**src/sv/e2c_pkg.sv**
```systemverilog
// ----------------------------------------------------------------------------
// e2c_pkg: epoch to calendar shared definitions
// Widths, calendar constants, reciprocal constants for the divisions, month
// length and leap year helpers, and the result type of the shared
// compare/subtract unit.
// ----------------------------------------------------------------------------
package e2c_pkg;

   localparam int EPOCH_W  = 31;
   localparam int OFFSET_W = 11;
   localparam int LOCAL_W  = 32;
   localparam int UNIT_W   = 18;
   localparam int DAYS_W   = 15;

   // shared multiplier: quotient by reciprocal, then quotient times divisor
   localparam int MUL_A_W  = 25;
   localparam int MUL_B_W  = 26;
   localparam int PROD_W   = MUL_A_W + MUL_B_W;
   localparam int DAY_PRE  = LOCAL_W - MUL_A_W;   // 86400 = 128 * 675

   localparam logic [MUL_B_W-1:0] DAY_RECIP  = MUL_B_W'(50903317);  // 2^35 / 675
   localparam logic [MUL_B_W-1:0] HOUR_RECIP = MUL_B_W'(9321);      // 2^21 / 225
   localparam logic [MUL_B_W-1:0] MIN_RECIP  = MUL_B_W'(1093);      // 2^14 / 15
   localparam logic [MUL_B_W-1:0] WDAY_RECIP = MUL_B_W'(37450);     // 2^18 / 7
   localparam int DAY_SHIFT  = 35;
   localparam int HOUR_SHIFT = 21;
   localparam int MIN_SHIFT  = 14;
   localparam int WDAY_SHIFT = 18;

   localparam logic [UNIT_W-1:0] SEC_PER_DAY   = UNIT_W'(86400);
   localparam logic [UNIT_W-1:0] SEC_PER_HOUR  = UNIT_W'(3600);
   localparam logic [UNIT_W-1:0] SEC_PER_MIN   = UNIT_W'(60);
   localparam logic [UNIT_W-1:0] DAYS_PER_WEEK = UNIT_W'(7);
   localparam logic [UNIT_W-1:0] DAYS_LEAP     = UNIT_W'(366);
   localparam logic [UNIT_W-1:0] DAYS_COMMON   = UNIT_W'(365);

   localparam logic [7:0] BASE_YEAR_OFS = 8'd70;   // 1970 - 1900
   localparam logic [3:0] LAST_MONTH    = 4'd11;
   localparam logic [3:0] FEBRUARY      = 4'd1;
   localparam logic [15:0] EPOCH_WDAY   = 16'd4;   // Thursday

   typedef struct packed {
      logic              ge;
      logic [UNIT_W-1:0] diff;
   } csub_type;

   // year is years since 1900; centuries in range are 1900, 2000, 2100
   function automatic logic is_leap(input logic [7:0] year);
      is_leap = (year[1:0] == 2'b00) && (year != 8'd0) && (year != 8'd200);
   endfunction

   function automatic logic [UNIT_W-1:0] month_days(input logic [3:0] mon,
                                                    input logic       leap);
      logic [4:0] d;
      unique case (mon)
         4'd0:    d = 5'd31;
         4'd1:    d = leap ? 5'd29 : 5'd28;
         4'd2:    d = 5'd31;
         4'd3:    d = 5'd30;
         4'd4:    d = 5'd31;
         4'd5:    d = 5'd30;
         4'd6:    d = 5'd31;
         4'd7:    d = 5'd31;
         4'd8:    d = 5'd30;
         4'd9:    d = 5'd31;
         4'd10:   d = 5'd30;
         default: d = 5'd31;
      endcase
      month_days = UNIT_W'(d);
   endfunction

endpackage

```
**src/sv/e2c_csub.sv**
```systemverilog
// ----------------------------------------------------------------------------
// e2c_csub: shared compare/subtract unit
// One subtractor gives both a - b and the a >= b flag from its borrow.
// ----------------------------------------------------------------------------
module e2c_csub (
   input  logic [e2c_pkg::UNIT_W-1:0] a,
   input  logic [e2c_pkg::UNIT_W-1:0] b,
   output e2c_pkg::csub_type          res
);
   import e2c_pkg::*;

   logic [UNIT_W:0] full;

   assign full     = {1'b0, a} - {1'b0, b};
   assign res.ge   = ~full[UNIT_W];
   assign res.diff = full[UNIT_W-1:0];

endmodule

```
**src/sv/epoch_to_calendar_with_offset_unit.sv**
```systemverilog
// ----------------------------------------------------------------------------
// epoch_to_calendar_with_offset_unit: Unix epoch to local calendar fields
// Adds the time-zone offset, clamps negative local time to zero and splits
// it into second, minute, hour, weekday, day of month, month and year.
//
// Usage:
//   Pulse start with req_epoch_seconds while busy is low; the item is taken
//   on that edge and busy rises. When the result is ready, rsp_valid is high
//   for exactly one cycle with all rsp_ fields; busy is low in that cycle so
//   the next item may start at once. The receiver has no stall.
//   csr_wr_en / csr_wr_data write the signed offset in minutes; write only
//   while busy is low. Reset clears the offset to 0, returns to idle and
//   holds busy high while asserted.
// Sequence:
//   Divisions by 86400, 3600, 60 and 7 each take a quotient step on one
//   shared 25x26 multiplier (reciprocal) and a remainder step on the shared
//   18-bit compare/subtract unit. Then one compare per year from 1970 to the
//   local year and one per month up to the local month. One item is in
//   flight at a time.
// ----------------------------------------------------------------------------
module epoch_to_calendar_with_offset_unit (
   input  logic                                   clock,
   input  logic                                   reset,
   input  logic                                   start,
   output logic                                   busy,
   input  logic [e2c_pkg::EPOCH_W-1:0]            req_epoch_seconds,
   input  logic                                   csr_wr_en,
   input  logic signed [e2c_pkg::OFFSET_W-1:0]    csr_wr_data,
   output logic                                   rsp_valid,
   output logic [5:0]                             rsp_second,
   output logic [5:0]                             rsp_minute,
   output logic [4:0]                             rsp_hour,
   output logic [4:0]                             rsp_day_of_month,
   output logic [3:0]                             rsp_month_index,
   output logic [7:0]                             rsp_years_since_1900,
   output logic [2:0]                             rsp_weekday
);
   import e2c_pkg::*;

   typedef enum logic [3:0] {
      S_IDLE, S_DAY_Q, S_DAY_R, S_HOUR_Q, S_HOUR_R, S_MIN_Q, S_MIN_R,
      S_WDAY_Q, S_WDAY_R, S_YEAR, S_MONTH
   } state_type;

   state_type                   state_ff;
   logic signed [OFFSET_W-1:0]  tz_offset_ff;
   logic [LOCAL_W-1:0]          num_ff;
   logic [DAYS_W-1:0]           quot_ff;
   logic [DAYS_W-1:0]           days_ff;
   logic [7:0]                  year_ff;
   logic [3:0]                  mon_ff;
   logic [4:0]                  hour_ff;
   logic [5:0]                  min_ff;
   logic [5:0]                  sec_ff;
   logic [2:0]                  wday_ff;
   logic                        rsp_valid_ff;

   logic signed [LOCAL_W:0]     local_sum;
   logic [LOCAL_W-1:0]          local_in;
   logic [MUL_A_W-1:0]          mul_a;
   logic [MUL_B_W-1:0]          mul_b;
   logic [PROD_W-1:0]           prod;
   logic [DAYS_W-1:0]           quot_in;
   logic [UNIT_W-1:0]           unit_a;
   logic [UNIT_W-1:0]           unit_b;
   csub_type                    unit_res;
   logic [15:0]                 wday_num;
   logic                        leap;

   assign local_sum = $signed({2'b00, req_epoch_seconds})
                    + (LOCAL_W+1)'(tz_offset_ff) * $signed((LOCAL_W+1)'(60));
   assign local_in  = local_sum[LOCAL_W] ? '0 : local_sum[LOCAL_W-1:0];
   assign leap      = is_leap(year_ff);

   // quotient cycles multiply by a reciprocal, remainder cycles multiply the
   // quotient back and subtract it from the low bits of the dividend
   always_comb begin
      mul_a   = MUL_A_W'(quot_ff);
      mul_b   = '0;
      quot_in = '0;
      unit_a  = num_ff[UNIT_W-1:0];
      unit_b  = prod[UNIT_W-1:0];
      unique case (state_ff)
         S_DAY_Q: begin
            mul_a   = num_ff[LOCAL_W-1:DAY_PRE];
            mul_b   = DAY_RECIP;
            quot_in = prod[DAY_SHIFT +: DAYS_W];
         end
         S_HOUR_Q: begin
            mul_a   = MUL_A_W'(num_ff[16:4]);   // 3600 = 16 * 225
            mul_b   = HOUR_RECIP;
            quot_in = DAYS_W'(prod[HOUR_SHIFT +: 5]);
         end
         S_MIN_Q: begin
            mul_a   = MUL_A_W'(num_ff[11:2]);   // 60 = 4 * 15
            mul_b   = MIN_RECIP;
            quot_in = DAYS_W'(prod[MIN_SHIFT +: 6]);
         end
         S_WDAY_Q: begin
            mul_a   = MUL_A_W'(num_ff[DAYS_W-1:0]);
            mul_b   = WDAY_RECIP;
            quot_in = DAYS_W'(prod[WDAY_SHIFT +: 12]);
         end
         S_DAY_R:  mul_b = MUL_B_W'(SEC_PER_DAY);
         S_HOUR_R: mul_b = MUL_B_W'(SEC_PER_HOUR);
         S_MIN_R:  mul_b = MUL_B_W'(SEC_PER_MIN);
         S_WDAY_R: mul_b = MUL_B_W'(DAYS_PER_WEEK);
         S_YEAR: begin
            unit_a = UNIT_W'(days_ff);
            unit_b = leap ? DAYS_LEAP : DAYS_COMMON;
         end
         S_MONTH: begin
            unit_a = UNIT_W'(days_ff);
            unit_b = month_days(mon_ff, leap);
         end
         default: ;
      endcase
   end

   assign prod = PROD_W'(mul_a) * PROD_W'(mul_b);

   e2c_csub u_csub (
      .a   (unit_a),
      .b   (unit_b),
      .res (unit_res)
   );

   assign wday_num = 16'(days_ff) + EPOCH_WDAY;

   always_ff @(posedge clock) begin
      if (reset) begin
         tz_offset_ff <= '0;
      end else if (csr_wr_en) begin
         tz_offset_ff <= csr_wr_data;
      end
   end

   always_ff @(posedge clock) begin
      if (reset) begin
         state_ff     <= S_IDLE;
         rsp_valid_ff <= 1'b0;
      end else begin
         rsp_valid_ff <= 1'b0;
         unique case (state_ff)
            S_IDLE: begin
               if (start) begin
                  num_ff   <= local_in;
                  state_ff <= S_DAY_Q;
               end
            end
            S_DAY_Q: begin
               quot_ff  <= quot_in;
               days_ff  <= quot_in;
               state_ff <= S_DAY_R;
            end
            S_DAY_R: begin
               num_ff   <= LOCAL_W'(unit_res.diff);
               state_ff <= S_HOUR_Q;
            end
            S_HOUR_Q: begin
               quot_ff  <= quot_in;
               hour_ff  <= quot_in[4:0];
               state_ff <= S_HOUR_R;
            end
            S_HOUR_R: begin
               num_ff   <= LOCAL_W'(unit_res.diff);
               state_ff <= S_MIN_Q;
            end
            S_MIN_Q: begin
               quot_ff  <= quot_in;
               min_ff   <= quot_in[5:0];
               state_ff <= S_MIN_R;
            end
            S_MIN_R: begin
               sec_ff   <= unit_res.diff[5:0];
               num_ff   <= LOCAL_W'(wday_num);
               state_ff <= S_WDAY_Q;
            end
            S_WDAY_Q: begin
               quot_ff  <= quot_in;
               state_ff <= S_WDAY_R;
            end
            S_WDAY_R: begin
               wday_ff  <= unit_res.diff[2:0];
               year_ff  <= BASE_YEAR_OFS;
               state_ff <= S_YEAR;
            end
            S_YEAR: begin
               if (unit_res.ge) begin
                  days_ff <= unit_res.diff[DAYS_W-1:0];
                  year_ff <= year_ff + 8'd1;
               end else begin
                  mon_ff   <= '0;
                  state_ff <= S_MONTH;
               end
            end
            default: begin
               if (mon_ff != LAST_MONTH && unit_res.ge) begin
                  days_ff <= unit_res.diff[DAYS_W-1:0];
                  mon_ff  <= mon_ff + 4'd1;
               end else begin
                  rsp_valid_ff <= 1'b1;
                  state_ff     <= S_IDLE;
               end
            end
         endcase
      end
   end

   assign busy                 = reset | (state_ff != S_IDLE);
   assign rsp_valid            = rsp_valid_ff;
   assign rsp_second           = sec_ff;
   assign rsp_minute           = min_ff;
   assign rsp_hour             = hour_ff;
   assign rsp_day_of_month     = days_ff[4:0] + 5'd1;
   assign rsp_month_index      = mon_ff;
   assign rsp_years_since_1900 = year_ff;
   assign rsp_weekday          = wday_ff;

   a_accept_busy: assert property (@(posedge clock) disable iff (reset)
      (start && !busy) |=> busy)
      else $error("accepted item did not raise busy");

   a_strobe_one: assert property (@(posedge clock) disable iff (reset)
      rsp_valid |=> !rsp_valid)
      else $error("result strobe longer than one cycle");

   a_valid_idle: assert property (@(posedge clock) disable iff (reset)
      rsp_valid |-> !busy)
      else $error("result shown while still busy");

   a_month_range: assert property (@(posedge clock) disable iff (reset)
      (state_ff == S_MONTH) |-> (mon_ff <= LAST_MONTH))
      else $error("month walk past December");

   a_fields_range: assert property (@(posedge clock) disable iff (reset)
      rsp_valid |-> (rsp_hour <= 5'd23 && rsp_minute <= 6'd59 &&
                     rsp_second <= 6'd59 && rsp_weekday <= 3'd6))
      else $error("time field out of range");

endmodule
```
**config.mk**
```make
export PLATFORM = sky130hd
export DESIGN_NAME = epoch_to_calendar_with_offset_unit
export DESIGN_NICKNAME = d
export VERILOG_FILES = /design/src/sv/e2c_pkg.sv /design/src/sv/e2c_csub.sv /design/src/sv/epoch_to_calendar_with_offset_unit.sv
export SDC_FILE = /design/constraint.sdc
export NUM_CORES = 1
export LEC_CHECK = 0
export ABC_AREA = 1
export BUFFER_PORTS_ARGS = -buffer_cell sky130_fd_sc_hd__buf_2
export CAP_MARGIN = 25
export CORE_ASPECT_RATIO = 0.8
export CORE_MARGIN = 5
export CORE_UTILIZATION = 49
export DETAILED_ROUTE_END_ITERATION = 7
export GPL_TIMING_DRIVEN = 1
export PLACE_DENSITY = 0.72
export SETUP_SLACK_MARGIN = 0.02
export SKIP_CTS_REPAIR_TIMING = 1
export SYNTH_ARGS = -nofsm -noshare
export SYNTH_HDL_FRONTEND = slang
export SYNTH_SLANG_ARGS = --single-unit
```
**constraint.sdc**
```tcl
create_clock -name clock -period 18.1 [get_ports clock]
set_input_delay 1.81 -clock clock [delete_from_list [all_inputs] [get_ports clock]]
set_output_delay 1.81 -clock clock [all_outputs]
set_load 0.02 [all_outputs]
```
-- Word level (Yosys, flattened, before mapping)
Cells that the tools add are included.
- flip-flop bits (word level): 110
- output and inout port bits: 39
- bits of input ports: 46
- word-level logic and storage cells: 98
- add/sub/neg operators: 6
- reduce and logical (&&, ||, !) cells: 28
- bitwise gates (word level): 5
- multiplexer cells: 24
- eq/ne operators: 21
- $mul: 2
- operators with widths (kind ; number):
    $pmux 26 s8 ; 1
    $pmux 25 s4 ; 1
    $pmux 32 s3 ; 1
    $pmux 15 s3 ; 2
    $mux 32 ; 2
    $mul 25x26->50 ; 1
    $pmux 4 s10 ; 1
    $pmux 18 s2 ; 1
    $add 32x18->33 ; 1
    $mux 15 ; 2
    $eq 4x3->1 const B ; 5
    $eq 4x4->1 const B ; 5
    $mux 4 ; 5
    $sub 18x18->19 ; 1
    $mux 18 ; 1
    $add 15x3->16 const B ; 1
    $mul 11x5->16 const B ; 1
    $pmux 8 s2 ; 1
    $eq 4x2->1 const B ; 3
    $ne 11x1->1 const B ; 1
    $reduce_or 11->1 ; 1
    $reduce_and 2->1 ; 5
    $reduce_and 3->1 ; 3
    $reduce_or 9->1 ; 1
    26 further kinds ; 39

-- Longest topological paths before layout
- word-level depth: 11
- mapped depth: 45
- gate-level depth less buffers: 44

-- By module
A second synthesis with hierarchy kept.
- cell total of the unflattened synthesis: 3783
- area total of the unflattened synthesis: 28188.3 sq um
- by module, submodules not included (module ; seq. area each (sq um) ; area an instance (sq um) ; cells an instance ; instances):
    epoch_to_calendar_with_offset_unit ; 3143.0 ; 27117.3 ; 3583 ; 1
    e2c_csub ; 0.0 ; 1071.0 ; 200 ; 1

-- Least setup slack after synthesis
No wires, ideal clock.
- path kind: reg2reg
- start point: reg state_ff[0]
- end point: reg days_ff[0] (enable)
- setup slack: 9881 ps
- clock period less this slack: 8219 ps
- buffers on the path: 0
- required time: 17708 ps
- arrival: 7827 ps
- setup time: 392 ps
- stages on the path, launching flop included: 40
- cell sequence: dfxtp_1 -> inv_2 -> nor2_1 -> nand2_2 -> nor2_1 -> inv_1 -> o21ai_1 -> inv_2 -> o2111ai_1 -> nand2_1 -> inv_2 -> nand2_1 -> fa_1 -> fa_1 -> fa_1 -> inv_1 -> fa_1 -> fa_1 -> [4 not listed] -> ha_1 -> nand2_1 -> nor2_1 -> nand2_1 -> inv_1 -> nand2_1 -> nand2_1 -> xor2_1 -> nand2_1 -> ha_1 -> nand3_1 -> nor2_1 -> nand4_1 -> nand3_1 -> nand2_1 -> inv_1 -> nor2_1 -> a21oi_1
- word-level cells in the longest chain between the ends: 9
- elaborated cells between the ends (all ways): 25
- classes of those cells: add/sub (1); mul (1); eq/ne (11); mux (4); bitwise (2); reduce/logical (6)
- RTL lines (element ; RTL line ; source):
    from (decl) ; epoch_to_calendar_with_offset_unit.sv:45 ; state_type state_ff;
    from (signal assigned) ; epoch_to_calendar_with_offset_unit.sv:140 ; state_ff <= S_IDLE;
    from (signal assigned) ; epoch_to_calendar_with_offset_unit.sv:148 ; state_ff <= S_DAY_Q;
    from (signal assigned) ; epoch_to_calendar_with_offset_unit.sv:154 ; state_ff <= S_DAY_R;
    $eq 4x4->1 (tied with other cells) ; epoch_to_calendar_with_offset_unit.sv:83, epoch_to_calendar_with_offset_unit.sv:144 ;
    $pmux 26 s8 / $pmux 25 s4 (equally long branches) ; epoch_to_calendar_with_offset_unit.sv:83 ; unique case (state_ff)
    $mul 25x26->50 ; epoch_to_calendar_with_offset_unit.sv:120 ; assign prod = PROD_W'(mul_a) * PROD_W'(mul_b);
    $pmux 18 s2 ; epoch_to_calendar_with_offset_unit.sv:83 ;
    $sub 18x18->19 ; e2c_csub.sv:14 ; assign full = {1'b0, a} - {1'b0, b};
    $not 1->1 ; e2c_csub.sv:15 ; assign res.ge = ~full[UNIT_W];
    $logic_and 1x1->1 ; epoch_to_calendar_with_offset_unit.sv:198 ; if (mon_ff != LAST_MONTH && unit_res.ge) begin
    $reduce_bool 3->1 (no source line) ; - ;
    $reduce_and 4->1 (no source line) (*) ; - ;
    to (signal assigned) ; epoch_to_calendar_with_offset_unit.sv:153 ; days_ff <= quot_in;
    to (signal assigned) ; epoch_to_calendar_with_offset_unit.sv:190 ; days_ff <= unit_res.diff[DAYS_W-1:0];
    to (signal assigned) ; epoch_to_calendar_with_offset_unit.sv:199 ; days_ff <= unit_res.diff[DAYS_W-1:0];
    to (decl) ; epoch_to_calendar_with_offset_unit.sv:49 ; logic [DAYS_W-1:0] days_ff;
Every way passes the cells marked *; elsewhere a longest branch is shown, timed or not.
A chain may end at the register's enable or synchronous reset.

-- Worst setup path after layout
- start point: reg state_ff[0]
- end point: reg days_ff[2] (enable)
Same word-level chain as after synthesis.

==> impl_metrics.csv <==
group,metric,value,unit
placement,gp_congestion,1.017,
final_layout,final_common_cell,"inv_1",
die,initial_core_util,49.50,%
detailed_routing,ant_nets,0,
job,maxCapViolCount,0,
critical_path,startpoint_type,"flop",
clock_tree,cts.htree.levels,3,
final_layout,multi_input_area,21170,um^2
synth,synthFlopType,"edfxtp_1",
final_layout,seq_area,3143,um^2
synth,synth_top_area_share,29.89,%
critical_path,max_stage_delay,680,ps
final_layout,fin_area,29970,um^2
placement,dp_hpwl,75.84,mm
die,die_area,62190,um^2
clock_tree,ctsLongestPathBuffers,2,
detailed_routing,vias_per_cell,5.128,
synth,syn_area_per_cell,7.417,um^2
synth,synth_area_leaders,"fa_1 (30%), ha_1 (14%), inv_1 (14%)",
timing,worst_pin_slew,1022,ps
final_layout,drive_above_1_share,4.722,%
detailed_routing,first_pass_iters,6,
global_route,track_usage,28.09,%
timing,max_freq,96.32,MHz
timing,finalSetupViolations,0,
synth,synth_cells,3784,
timing,period_share,57.36,%
die,num_rows,78,
timing,hold_violations,0,
timing,min_period,10380,ps
final_layout,layout_common_cells,"inv_1 (1018), nand2_1 (863), fa_1 (419)",
final_layout,nNetsFinal,4716,
global_route,grt_antenna_before_repair,2,
synth,synth_edf_count,94,
timing,slew_viol_final,0,
synth,synth.ff_latch_count,110,
critical_path,crit_type,"flop to flop",
synth,yosys.area.top_type,"fa_1",
critical_path,endpoint_kind,"flop",
detailed_routing,wl_per_cell,18.50,um
clock_tree,cts.sinks,110,
critical_path,cp.required,18160,ps
final_layout,post-route-util,52.86,%
placement,placed_cell_area,29670,um^2
final_layout,num_antenna_cells,0,
placement,port_buffers,84,
min_path,hp-class,"flop to flop",
die,ios,85,
timing,slew_headroom,31.82,%
die,core_area,56700,um^2
final_layout,syn_to_final_growth,6.785,%
timing,rsz0062_at_grt,"false",
detailed_routing,vias,24100,
critical_path,cp_max_fo,63,
synth,ys_seq_area_share,11.20,%
die,die_x,277.6,um
global_route,grt_pass1_vias,24140,
detailed_routing,wl,86.94,mm
placement,place_ws,7964,ps
die,dieHeight,224.1,um
detailed_routing,drcViolationCount,0,
clock_tree,cts-root-buf,"clkbuf_16",
global_route,grt_first_pass_wirelength,136.2,mm
clock_tree,cts_tree,"built",
global_route,grt_max_degree,64,
timing,final.setup.worst_slack,7718,ps
clock_tree,worstSkewPairLatency,370,ps
clock_tree,cts.clk_slew.worst_paths,80,ps
timing,final.setup.tns,0,ps
detailed_routing,drt_iter0_drc,2067,
timing,skew,13.15,ps
synth,ys_warn_count,0,
critical_path,worstPathArrival,10440,ps
critical_path,slowest_stage,"buf_4",
global_route,grt_overflow,0,
synth,synthArstFlopShare,0,%
synth,synth_cell_types,49,
critical_path,crit_top_cell,"inv_1",
synth,synth_area,28070,um^2
final_layout,nFillCells,5574,
clock_tree,cts_buffers,9,
outcome,status,"completed",
state kept, by name (all words and copies together) (netlist names):
register	count
quot_ff	15
rsp_second	6
rsp_valid	1
rsp_minute	6
rsp_years_since_1900	8
days_ff	15
num_ff	32
state_ff	4
rsp_month_index	4
rsp_weekday	3
tz_offset_ff	11
rsp_hour	5
worst paths after layout:
path	startpoint	to	slack [ps]	cells past startpoint
worst min-delay path	tz_offset_ff[1]$_SDFFE_PP0P_	tz_offset_ff[1]$_SDFFE_PP0P_	540	2
worst min register to register	tz_offset_ff[1]$_SDFFE_PP0P_	tz_offset_ff[1]$_SDFFE_PP0P_	540	2
worst max-delay path	state_ff[0]$_SDFFE_PP0P_	days_ff[2]$_DFFE_PP_	7720	39
worst max register to register	state_ff[0]$_SDFFE_PP0P_	days_ff[2]$_DFFE_PP_	7720	39
cell families after synthesis:
kind of cell	after synthesis	share of synthesized area (%)
buf+inv	1082	14.62
fa+ha+maj	736	44.02
xor+xnor	56	1.748
flops	110	11.20
other cells	2	0.02676
compound gates	285	5.635
simple gates	1513	22.75
cell type report:
type | instances | share of cell area [%]
Clock buffer | 11 | 0.7765
Clock inverter | 5 | 0.1294
Inverter | 1036 | 12.98
Multi-Input combinational cell | 2680 | 70.63
Sequential cell | 110 | 10.49
Tap cell | 760 | 3.173
Timing Repair Buffer | 97 | 1.833
worst max-delay path, delay by kind of cell (launching register included):
kind / cells / cell delay [ps]
adder cells (fa/ha/maj): 9 / 3970
AND/OR/NAND/NOR: 17 / 2910
buffers and inverters: 11 / 2350
flip-flops: 1 / 410
XOR/XNOR: 1 / 230
AO/OA/AOI/OAI: 1 / 170
cells in the mapped netlist, drive strengths merged, types with 4 or more instances:
cell,number
a21boi,4
a21o,9
a21oi,122
a221oi,4
and2,9
buf,20
clkbuf,26
dfxtp,16
edfxtp,94
fa,419
ha,317
inv,1033
nand2,872
nand3,165
nand3b,18
nand4,40
nor2,361
nor3,21
nor4,6
o21ai,101
o21bai,16
o22ai,14
or2,20
xnor2,24
xor2,32
through the flow:
stage               cells  hold WS, ps
floorplan            3872        495.7
global placement     4679        530.8
detailed placement   4682        533.6
CTS                  4698        553.3
global route         4699        601.7
finish               4699        544.7
per-layer routing:
layer | vias to the layer above | share of wire [%] | global-route usage (%)
met1 | 11510 | 44 | 39.89
met2 | 887 | 44 | 44.32
met5 | - | 0 | 0
met3 | 115 | 10 | 7.221
li1 | 11580 | - | -
met4 | 0 | 2.0 | 5.262
Power is left out: the tool's default activity adds up to more than one toggle a clock period on the data nets, which glitch-free logic cannot reach.
